==> config.mk <==
export PLATFORM = sky130hd
export DESIGN_NAME = cancellable_reorderable_work_queue
export DESIGN_NICKNAME = d
export VERILOG_FILES = /design/src/cwq_pkg.sv /design/src/cancellable_reorderable_work_queue.sv /design/src/cwq_mem.sv
export SDC_FILE = /design/constraint.sdc
export NUM_CORES = 2
export LEC_CHECK = 0
export BUFFER_PORTS_ARGS = -buffer_cell sky130_fd_sc_hd__buf_4
export CORE_ASPECT_RATIO = 0.8
export CORE_MARGIN = 2
export CORE_UTILIZATION = 35
export DETAILED_ROUTE_END_ITERATION = 12
export SYNTH_ARGS = -nofsm -noshare
export SYNTH_HDL_FRONTEND = slang
export SYNTH_SLANG_ARGS = --single-unit
==> constraint.sdc <==
create_clock -name clk_i -period 60.5 [get_ports clk_i]
set_clock_uncertainty 0.05 [all_clocks]
set_input_delay 3.025 -clock clk_i [delete_from_list [all_inputs] [get_ports clk_i]]
set_output_delay 3.025 -clock clk_i [all_outputs]
set_load 0.01 [all_outputs]
==> src/cwq_pkg.sv <==
`default_nettype none
package cwq_pkg;

  localparam int unsigned DEPTH_DEF = 16;
  localparam logic [7:0]  INVALID_SLOT_RESET = 8'hFF;

  typedef enum logic [2:0] {
    MODE_PUSH    = 3'd0,
    MODE_POP     = 3'd1,
    MODE_CANCEL  = 3'd2,
    MODE_REORDER = 3'd3,
    MODE_REMAP   = 3'd4,
    MODE_STOP    = 3'd5
  } mode_e;

  typedef enum logic [2:0] {
    ST_OK       = 3'd0,
    ST_FULL     = 3'd1,
    ST_STOPPED  = 3'd2,
    ST_EMPTY    = 3'd3,
    ST_NOTFOUND = 3'd4
  } status_e;

  typedef struct packed {
    logic [2:0]  mode;
    logic [31:0] frame_index;
    logic [7:0]  slot;
    logic [63:0] generation;
    logic [31:0] payload;
    logic [31:0] new_index;
    logic        first_of_run;
  } in_t;

  typedef struct packed {
    logic [2:0]  status;
    logic [31:0] out_index;
    logic [7:0]  out_slot;
    logic [63:0] out_generation;
    logic [31:0] out_payload;
    logic [4:0]  occupancy;
  } out_t;

  typedef struct packed {
    logic [31:0] index;
    logic [7:0]  slot;
    logic [63:0] generation;
    logic [31:0] payload;
  } entry_t;

  // one access to the entry store
  typedef struct packed {
    logic   we;
    logic   re;
    entry_t wdata;
  } mem_cmd_t;

endpackage
`default_nettype wire

==> src/cancellable_reorderable_work_queue.sv <==
// channel | dir | handshake           | word
// in      | in  | in_valid_i/stall_o  | cwq_pkg::in_t (one operation)
// out     | out | out_valid_o/stall_i | cwq_pkg::out_t (one result)
// cfg     | in  | cfg_valid_i/ready_o | invalid slot code, 8 bits
//
// push, stop, spare modes and immediate refusals: the accepted word goes to S_OUT, which
//   registers the result once the output register is free; then the next word is taken
// searches step through the entries, S_RD reading and S_CHK checking each one in the
//   registered-read memory; a hit, or walking off the tail, goes to S_OUT (remap never
//   stops on a hit and always walks to the tail); the next word is taken after S_OUT
// reset clears count, stop flag and promote position and sets the order table to identity; no clearing pass
// a stalled result waits in the output register while the next word is taken
`default_nettype none
module cancellable_reorderable_work_queue #(
  parameter int unsigned DEPTH = cwq_pkg::DEPTH_DEF
) (
  input  wire logic          clk_i,
  input  wire logic          rst_ni,
  input  wire logic          in_valid_i,
  output logic               in_stall_o,
  input  wire cwq_pkg::in_t  in_data_i,
  output logic               out_valid_o,
  input  wire logic          out_stall_i,
  output cwq_pkg::out_t      out_data_o,
  input  wire logic          cfg_valid_i,
  output logic               cfg_ready_o,
  input  wire logic [7:0]    cfg_data_i
);

  localparam int unsigned AW = (DEPTH > 1) ? $clog2(DEPTH) : 1;
  localparam int unsigned CW = $clog2(DEPTH + 1);

  localparam logic [1:0] S_IDLE = 2'd0;
  localparam logic [1:0] S_RD   = 2'd1;
  localparam logic [1:0] S_CHK  = 2'd2;
  localparam logic [1:0] S_OUT  = 2'd3;

  logic [1:0]      state_q, state_d;
  cwq_pkg::in_t    op_q, op_d;
  logic [CW-1:0]   pos_q, pos_d;
  logic [CW-1:0]   pp_q, pp_d;
  logic [CW-1:0]   cnt_q, cnt_d;
  logic            stop_q, stop_d;
  logic [7:0]      inv_q;
  logic [2:0]      res_status_q, res_status_d;
  cwq_pkg::entry_t res_ent_q, res_ent_d;
  logic            out_valid_q, out_valid_d;
  cwq_pkg::out_t   out_q, out_d;

  // logical position -> physical memory address; positions at or past the
  // count hold the free addresses, so the table is always a permutation
  logic [AW-1:0]   perm_q [DEPTH];
  logic [AW-1:0]   perm_d [DEPTH];

  logic [CW-1:0]     sel_pos;
  logic [AW-1:0]     mem_addr;
  cwq_pkg::mem_cmd_t mem_cmd;
  cwq_pkg::entry_t   rdata;
  logic              do_remove, do_rotate, hit;
  logic [CW-1:0]     pp_start;

  cwq_mem #(.DEPTH(DEPTH)) u_mem (
    .clk_i  (clk_i),
    .cmd_i  (mem_cmd),
    .addr_i (mem_addr),
    .rdata_o(rdata)
  );

  // push writes at the tail, everything else goes through the walk pointer
  assign sel_pos  = (state_q == S_IDLE) ? cnt_q : pos_q;
  assign mem_addr = perm_q[sel_pos[AW-1:0]];

  assign in_stall_o  = (state_q != S_IDLE);
  assign out_valid_o = out_valid_q;
  assign out_data_o  = out_q;
  assign cfg_ready_o = 1'b1;

  // reorder run restarts on its first step, and never starts past the tail
  always_comb begin
    pp_start = in_data_i.first_of_run ? '0 : pp_q;
    if (pp_start > cnt_q) begin
      pp_start = cnt_q;
    end
  end

  // match test on the word just read
  always_comb begin
    case (op_q.mode)
      cwq_pkg::MODE_POP:     hit = 1'b1;
      cwq_pkg::MODE_CANCEL:  hit = (rdata.slot == op_q.slot);
      cwq_pkg::MODE_REORDER: hit = (rdata.index == op_q.frame_index);
      cwq_pkg::MODE_REMAP:   hit = (rdata.index == op_q.frame_index) &&
                                   (rdata.generation == op_q.generation);
      default:               hit = 1'b0;
    endcase
  end

  always_comb begin
    state_d      = state_q;
    op_d         = op_q;
    pos_d        = pos_q;
    pp_d         = pp_q;
    cnt_d        = cnt_q;
    stop_d       = stop_q;
    res_status_d = res_status_q;
    res_ent_d    = res_ent_q;
    out_valid_d  = out_valid_q;
    out_d        = out_q;
    do_remove    = 1'b0;
    do_rotate    = 1'b0;
    mem_cmd.we    = 1'b0;
    mem_cmd.re    = 1'b0;
    mem_cmd.wdata = rdata;

    if (out_valid_q && !out_stall_i) begin
      out_valid_d = 1'b0;
    end

    case (state_q)
      S_IDLE: begin
        if (in_valid_i) begin
          op_d         = in_data_i;
          res_ent_d    = '0;
          res_status_d = cwq_pkg::ST_OK;
          pos_d        = '0;
          state_d      = S_OUT;
          case (in_data_i.mode)
            cwq_pkg::MODE_PUSH: begin
              if (stop_q) begin
                res_status_d = cwq_pkg::ST_STOPPED;
              end else if (cnt_q == CW'(DEPTH)) begin
                res_status_d = cwq_pkg::ST_FULL;
              end else begin
                mem_cmd.we               = 1'b1;
                mem_cmd.wdata.index      = in_data_i.frame_index;
                mem_cmd.wdata.slot       = in_data_i.slot;
                mem_cmd.wdata.generation = in_data_i.generation;
                mem_cmd.wdata.payload    = in_data_i.payload;
                cnt_d                    = cnt_q + 1'b1;
              end
            end
            cwq_pkg::MODE_POP: begin
              if (stop_q) begin
                res_status_d = cwq_pkg::ST_STOPPED;
              end else if (cnt_q == '0) begin
                res_status_d = cwq_pkg::ST_EMPTY;
              end else begin
                state_d = S_RD;
              end
            end
            cwq_pkg::MODE_CANCEL: begin
              if (in_data_i.slot == inv_q) begin
                res_status_d = cwq_pkg::ST_NOTFOUND;
              end else begin
                state_d = S_RD;
              end
            end
            cwq_pkg::MODE_REORDER: begin
              pos_d   = pp_start;
              pp_d    = pp_start;
              state_d = S_RD;
            end
            cwq_pkg::MODE_REMAP: begin
              state_d = S_RD;
            end
            cwq_pkg::MODE_STOP: begin
              stop_d = 1'b1;
            end
            default: begin
            end
          endcase
        end
      end
      S_RD: begin
        if (pos_q >= cnt_q) begin
          // walked off the tail: remap is done, searches failed
          if (op_q.mode != cwq_pkg::MODE_REMAP) begin
            res_status_d = cwq_pkg::ST_NOTFOUND;
          end
          state_d = S_OUT;
        end else begin
          mem_cmd.re = 1'b1;
          state_d    = S_CHK;
        end
      end
      S_CHK: begin
        if (op_q.mode == cwq_pkg::MODE_REMAP) begin
          if (hit) begin
            mem_cmd.we          = 1'b1;
            mem_cmd.wdata.index = op_q.new_index;
          end
          pos_d   = pos_q + 1'b1;
          state_d = S_RD;
        end else if (hit) begin
          res_status_d = cwq_pkg::ST_OK;
          state_d      = S_OUT;
          if (op_q.mode == cwq_pkg::MODE_REORDER) begin
            do_rotate = 1'b1;
            pp_d      = pp_q + 1'b1;
          end else begin
            do_remove = 1'b1;
            res_ent_d = rdata;
            cnt_d     = cnt_q - 1'b1;
            if (pos_q < pp_q) begin
              pp_d = pp_q - 1'b1;
            end
          end
        end else begin
          pos_d   = pos_q + 1'b1;
          state_d = S_RD;
        end
      end
      S_OUT: begin
        if (!out_valid_q || !out_stall_i) begin
          out_valid_d          = 1'b1;
          out_d.status         = res_status_q;
          out_d.out_index      = res_ent_q.index;
          out_d.out_slot       = res_ent_q.slot;
          out_d.out_generation = res_ent_q.generation;
          out_d.out_payload    = res_ent_q.payload;
          out_d.occupancy      = 5'(cnt_q);
          state_d              = S_IDLE;
        end
      end
      default: begin
        state_d = S_IDLE;
      end
    endcase
  end

  // order table moves: removal closes the gap and parks the freed address
  // at the far end, promotion rotates the run from promote position to hit
  always_comb begin
    for (int i = 0; i < DEPTH; i++) begin
      perm_d[i] = perm_q[i];
    end
    if (do_remove) begin
      for (int i = 0; i < DEPTH - 1; i++) begin
        if (CW'(i) >= pos_q) begin
          perm_d[i] = perm_q[i + 1];
        end
      end
      perm_d[DEPTH-1] = perm_q[pos_q[AW-1:0]];
    end else if (do_rotate) begin
      for (int i = 1; i < DEPTH; i++) begin
        if (CW'(i) > pp_q && CW'(i) <= pos_q) begin
          perm_d[i] = perm_q[i - 1];
        end
      end
      perm_d[pp_q[AW-1:0]] = perm_q[pos_q[AW-1:0]];
    end
  end

  always_ff @(posedge clk_i or negedge rst_ni) begin
    if (!rst_ni) begin
      state_q     <= S_IDLE;
      pos_q       <= '0;
      pp_q        <= '0;
      cnt_q       <= '0;
      stop_q      <= 1'b0;
      inv_q       <= cwq_pkg::INVALID_SLOT_RESET;
      out_valid_q <= 1'b0;
      for (int i = 0; i < DEPTH; i++) begin
        perm_q[i] <= AW'(i);
      end
    end else begin
      state_q     <= state_d;
      pos_q       <= pos_d;
      pp_q        <= pp_d;
      cnt_q       <= cnt_d;
      stop_q      <= stop_d;
      out_valid_q <= out_valid_d;
      if (cfg_valid_i) begin
        inv_q <= cfg_data_i;
      end
      for (int i = 0; i < DEPTH; i++) begin
        perm_q[i] <= perm_d[i];
      end
    end
  end

  // payload registers
  always_ff @(posedge clk_i) begin
    op_q         <= op_d;
    res_status_q <= res_status_d;
    res_ent_q    <= res_ent_d;
    out_q        <= out_d;
  end

endmodule
`default_nettype wire

==> src/cwq_mem.sv <==
`default_nettype none
module cwq_mem #(
  parameter int unsigned DEPTH = cwq_pkg::DEPTH_DEF,
  localparam int unsigned AW = (DEPTH > 1) ? $clog2(DEPTH) : 1
) (
  input  wire logic             clk_i,
  input  wire cwq_pkg::mem_cmd_t cmd_i,
  input  wire logic [AW-1:0]    addr_i,
  output cwq_pkg::entry_t       rdata_o
);

  cwq_pkg::entry_t mem_q [DEPTH];
  cwq_pkg::entry_t rdata_q;

  always_ff @(posedge clk_i) begin
    if (cmd_i.we) begin
      mem_q[addr_i] <= cmd_i.wdata;
    end
    if (cmd_i.re) begin
      rdata_q <= mem_q[addr_i];
    end
  end

  assign rdata_o = rdata_q;

endmodule
`default_nettype wire

==> run_results.csv <==
group,metric,value,unit
sta,slew_violations,0,
finish,final_common_cell,"edfxtp_1",
routing,dr.pass1.iters,6,
clock_network,clkTransAtPathRegs,0.06,ns
sta,final.min_clock_period,7.53,ns
synthesis,synth-edff-count,2734,
clock_network,cts_root_buffer,"clkbuf_16",
global_route,grt_pass1_wl,421,mm
finish,mostFrequentLayoutCells,"edfxtp_1, mux4_2, buf_4",
setup_path,rrSetupSlack,52.97,ns
die,die-area,318000,um^2
setup_path,cp-end-kind,"flop",
synthesis,ys_seq_elements,2825,
routing,drt_iter0_drc,6289,
placement,dpl_cell_area,118000,um^2
die,rows,183,
routing,num_vias,56100,
clock_network,cts_resized,0,
setup_path,worstSetupPathType,"reg2reg",
die,die_w,630,um
sta,grt_setup_unrepaired,"no",
global_route,grt_max_degree,136,
power,power.density,57.1,nW/um^2
routing,route.met3.wl,23.2,mm
finish,fin_cells,10200,
clock_network,cts_tree,"yes",
finish,nets,6062,
sta,tightest_slew,1.36,ns
power,ir_drop,70.8,uV
routing,routed.top_layer,"met5",
setup_path,cp.required,61.04,ns
sta,max_freq,0.133,GHz
setup_path,cp_max_fo,103,
synthesis,synthCells,5384,
finish,fillCellCount,27400,
finish,drive_gt1_frac,0.268,
synthesis,yosysUniqueCellTypes,71,
clock_network,numCtsBuffers,291,
sta,finalCritPeriodShare,0.124,
synthesis,synth_warnings,0,
synthesis,synth-async-reset-ratio,0.0322,
power,p_leak,40.4,nW
global_route,gr-usage-all-layers,0.182,
synthesis,synthFlopType,"edfxtp_1",
die,placeableCoreArea,311000,um^2
routing,wl_per_cell,28.8,um
routing,finalWirelength,295,mm
synthesis,synth_nets,5599,
global_route,grt_pass1_vias,56000,
finish,seqCellArea,84400,um^2
clock_network,holdBufCountCts,0,
clock_network,post_cts_buffers,0,
finish,design_area,127000,um^2
clock_network,cts_sinks,2825,
global_route,grt-ovfl-total,0,
routing,wl_met1,131,mm
status,run_status,"finished, final reports clean",
placement,numPortBuffers,330,
clock_network,htreeDepth,5,
clock_network,clock_latency,0.88,ns
sta,slew_headroom,0.0948,
setup_path,reg2regPathDepth,14,
routing,final_antenna_net_count,0,
setup_path,timing.rr.start,"state_q[0]$_DFFE_PN0P_",
hold_path,hold_depth,0,
synthesis,synth_area_per_cell,20.4,um^2
placement,dp.cells,9715,
finish,syn_to_final_growth,15.3,%
sta,hold_violations,0,
job,max_cap_violations,0,
die,initial_utilization,0.353,
routing,dr_wl_met2,134,mm
setup_path,rr_endpoint,"u_mem.rdata_o[33]$_DFFE_PP_",
hold_path,min_from,"res_ent_q[109]$_SDFFCE_PN0P_",
finish,multiInputGateArea,24000,um^2
die,die_h,505,um
global_route,antenna_found_initial,23,
placement,gp_congestion,0.856,
clock_network,clk_path_buf_depth,4,
synthesis,ys_seq_area_frac,0.769,
setup_path,start_kind,"flop",
routing,route.detailed.drc,0,
routing,viasPerCell,5.48,
die,ios,332,
sta,setup-tns-final,0,ns
hold_path,hold_end,"out_data_o[114]$_DFFE_PP_",
synthesis,syn_area,110000,um^2
sta,setup_viol,0,
setup_path,cp_data_arrival_time,8.07,ns
hold_path,worstHoldPathType,"reg2reg",
placement,post-dp-hpwl,166,mm
[power by group]
part           leakage [nW]  internal [mW]  switching (mW)
Clock                  4.36          0.971           0.743
Sequential             25.9           2.69           0.142
Combinational          10.1           1.08            1.60
[synth_stat cells, drive strengths merged, types with 9 or more instances]
| library cell | n | area, um^2 |
|---|---|---|
| nand4 | 19 | 119 |
| edfxtp | 2734 | 82100 |
| nor4b | 14 | 123 |
| a211oi | 15 | 113 |
| nor4 | 24 | 150 |
| and2 | 121 | 757 |
| mux4 | 562 | 12700 |
| a31oi | 20 | 125 |
| nor3 | 19 | 95.1 |
| a22oi | 319 | 2390 |
| o211ai | 42 | 315 |
| nand2b | 9 | 56.3 |
| dfrtp | 51 | 1280 |
| a21o | 25 | 188 |
| o21ai | 90 | 450 |
| o221ai | 31 | 272 |
| nand2 | 304 | 1140 |
| buf | 131 | 748 |
| and3 | 11 | 68.8 |
| o22ai | 9 | 56.3 |
| ha | 29 | 363 |
| xnor2 | 71 | 622 |
| mux2 | 127 | 1430 |
| xor2 | 48 | 420 |
| dfstp | 40 | 1050 |
| a21oi | 53 | 265 |
| mux2i | 47 | 495 |
| clkbuf | 154 | 578 |
| inv | 77 | 289 |
| nor2 | 67 | 251 |
| nand3 | 50 | 250 |
[per-stage QoR]
step	setup WS [ns]	total power, mW	util	hold WS [ns]
after floorplan	38.85	4.70	-	0.350
after global placement	52.50	5.54	0.378	0.352
after detailed placement	52.56	5.57	0.378	0.355
after CTS	52.51	7.30	0.406	0.358
after global routing	52.14	7.56	0.406	0.375
final	52.97	7.23	0.407	0.358
[logic make-up (layout without fill, tap and decap cells)]
logic type | count (synthesis) | in the layout | synth area share
and+or+nand+nor | 654 | 654 | 0.0284
muxes | 736 | 736 | 0.133
buffers and inverters | 364 | 1046 | 0.0148
DFF | 2825 | 2825 | 0.769
adders and majority gates | 30 | 30 | 0.00349
AOI/OAI and AO/OA | 655 | 655 | 0.0420
other | 1 | 5 | 0.0000342
xor gates and xnor gates | 119 | 119 | 0.00949
[layer usage]
metal | up-vias | global-route usage
met5 | - | 0
met4 | 16 | 0.0409
met3 | 407 | 0.0369
met2 | 2367 | 0.277
met1 | 30100 | 0.269
li1 | 23200 | -
[flip-flops by register name (all words and copies together), names as in the netlist, 2 cells and up]
name,cells
cnt_q,5
inv_q,8
op_q,139
out_data_o,144
perm_q,64
pos_q,5
pp_q,5
res_ent_q,136
res_status_q,3
state_q,2
u_mem.mem_q,2176
u_mem.rdata_o,136
[how the worst max path moves through the flow]
stage,start,slack (ns),cells after the start,to
finish,state_q[0]$_DFFE_PN0P_,52.97,14,u_mem.rdata_o[33]$_DFFE_PP_
global route,state_q[0]$_DFFE_PN0P_,52.14,14,u_mem.rdata_o[34]$_DFFE_PP_
CTS,state_q[0]$_DFFE_PN0P_,52.51,14,u_mem.rdata_o[33]$_DFFE_PP_
detailed placement,state_q[0]$_DFFE_PN0P_,52.56,14,u_mem.rdata_o[33]$_DFFE_PP_
global placement,state_q[0]$_DFFE_PN0P_,52.50,14,u_mem.rdata_o[33]$_DFFE_PP_
floorplan,in_valid_i,38.85,6,u_mem.mem_q[10][0]$_DFFE_PP_
[worst max-delay path: stages, from the launching register on]
cell and delay, ns:
dfrtp_1 0.45, inv_1 0.15, ha_1 0.26, buf_4 0.36, mux2i_4 0.70, mux2i_1 0.29, o22a_1 0.22, and2_4 0.74
buf_12 0.52, buf_12 0.65, buf_4 0.84, buf_4 0.71, mux4_2 0.59, a22oi_1 0.26, nand2_1 0.09
[final cells by class]
cell class	count	share of cell area
sequential	2825	0.667
antenna	4	0.0000791
inverter	79	0.00240
clock inverter	154	0.00979
multi-input combinational	2195	0.190
timing repair buffer	455	0.0290
tap	4162	0.0411
clock buffer	358	0.0610
(Power assumes the default switching activity.)
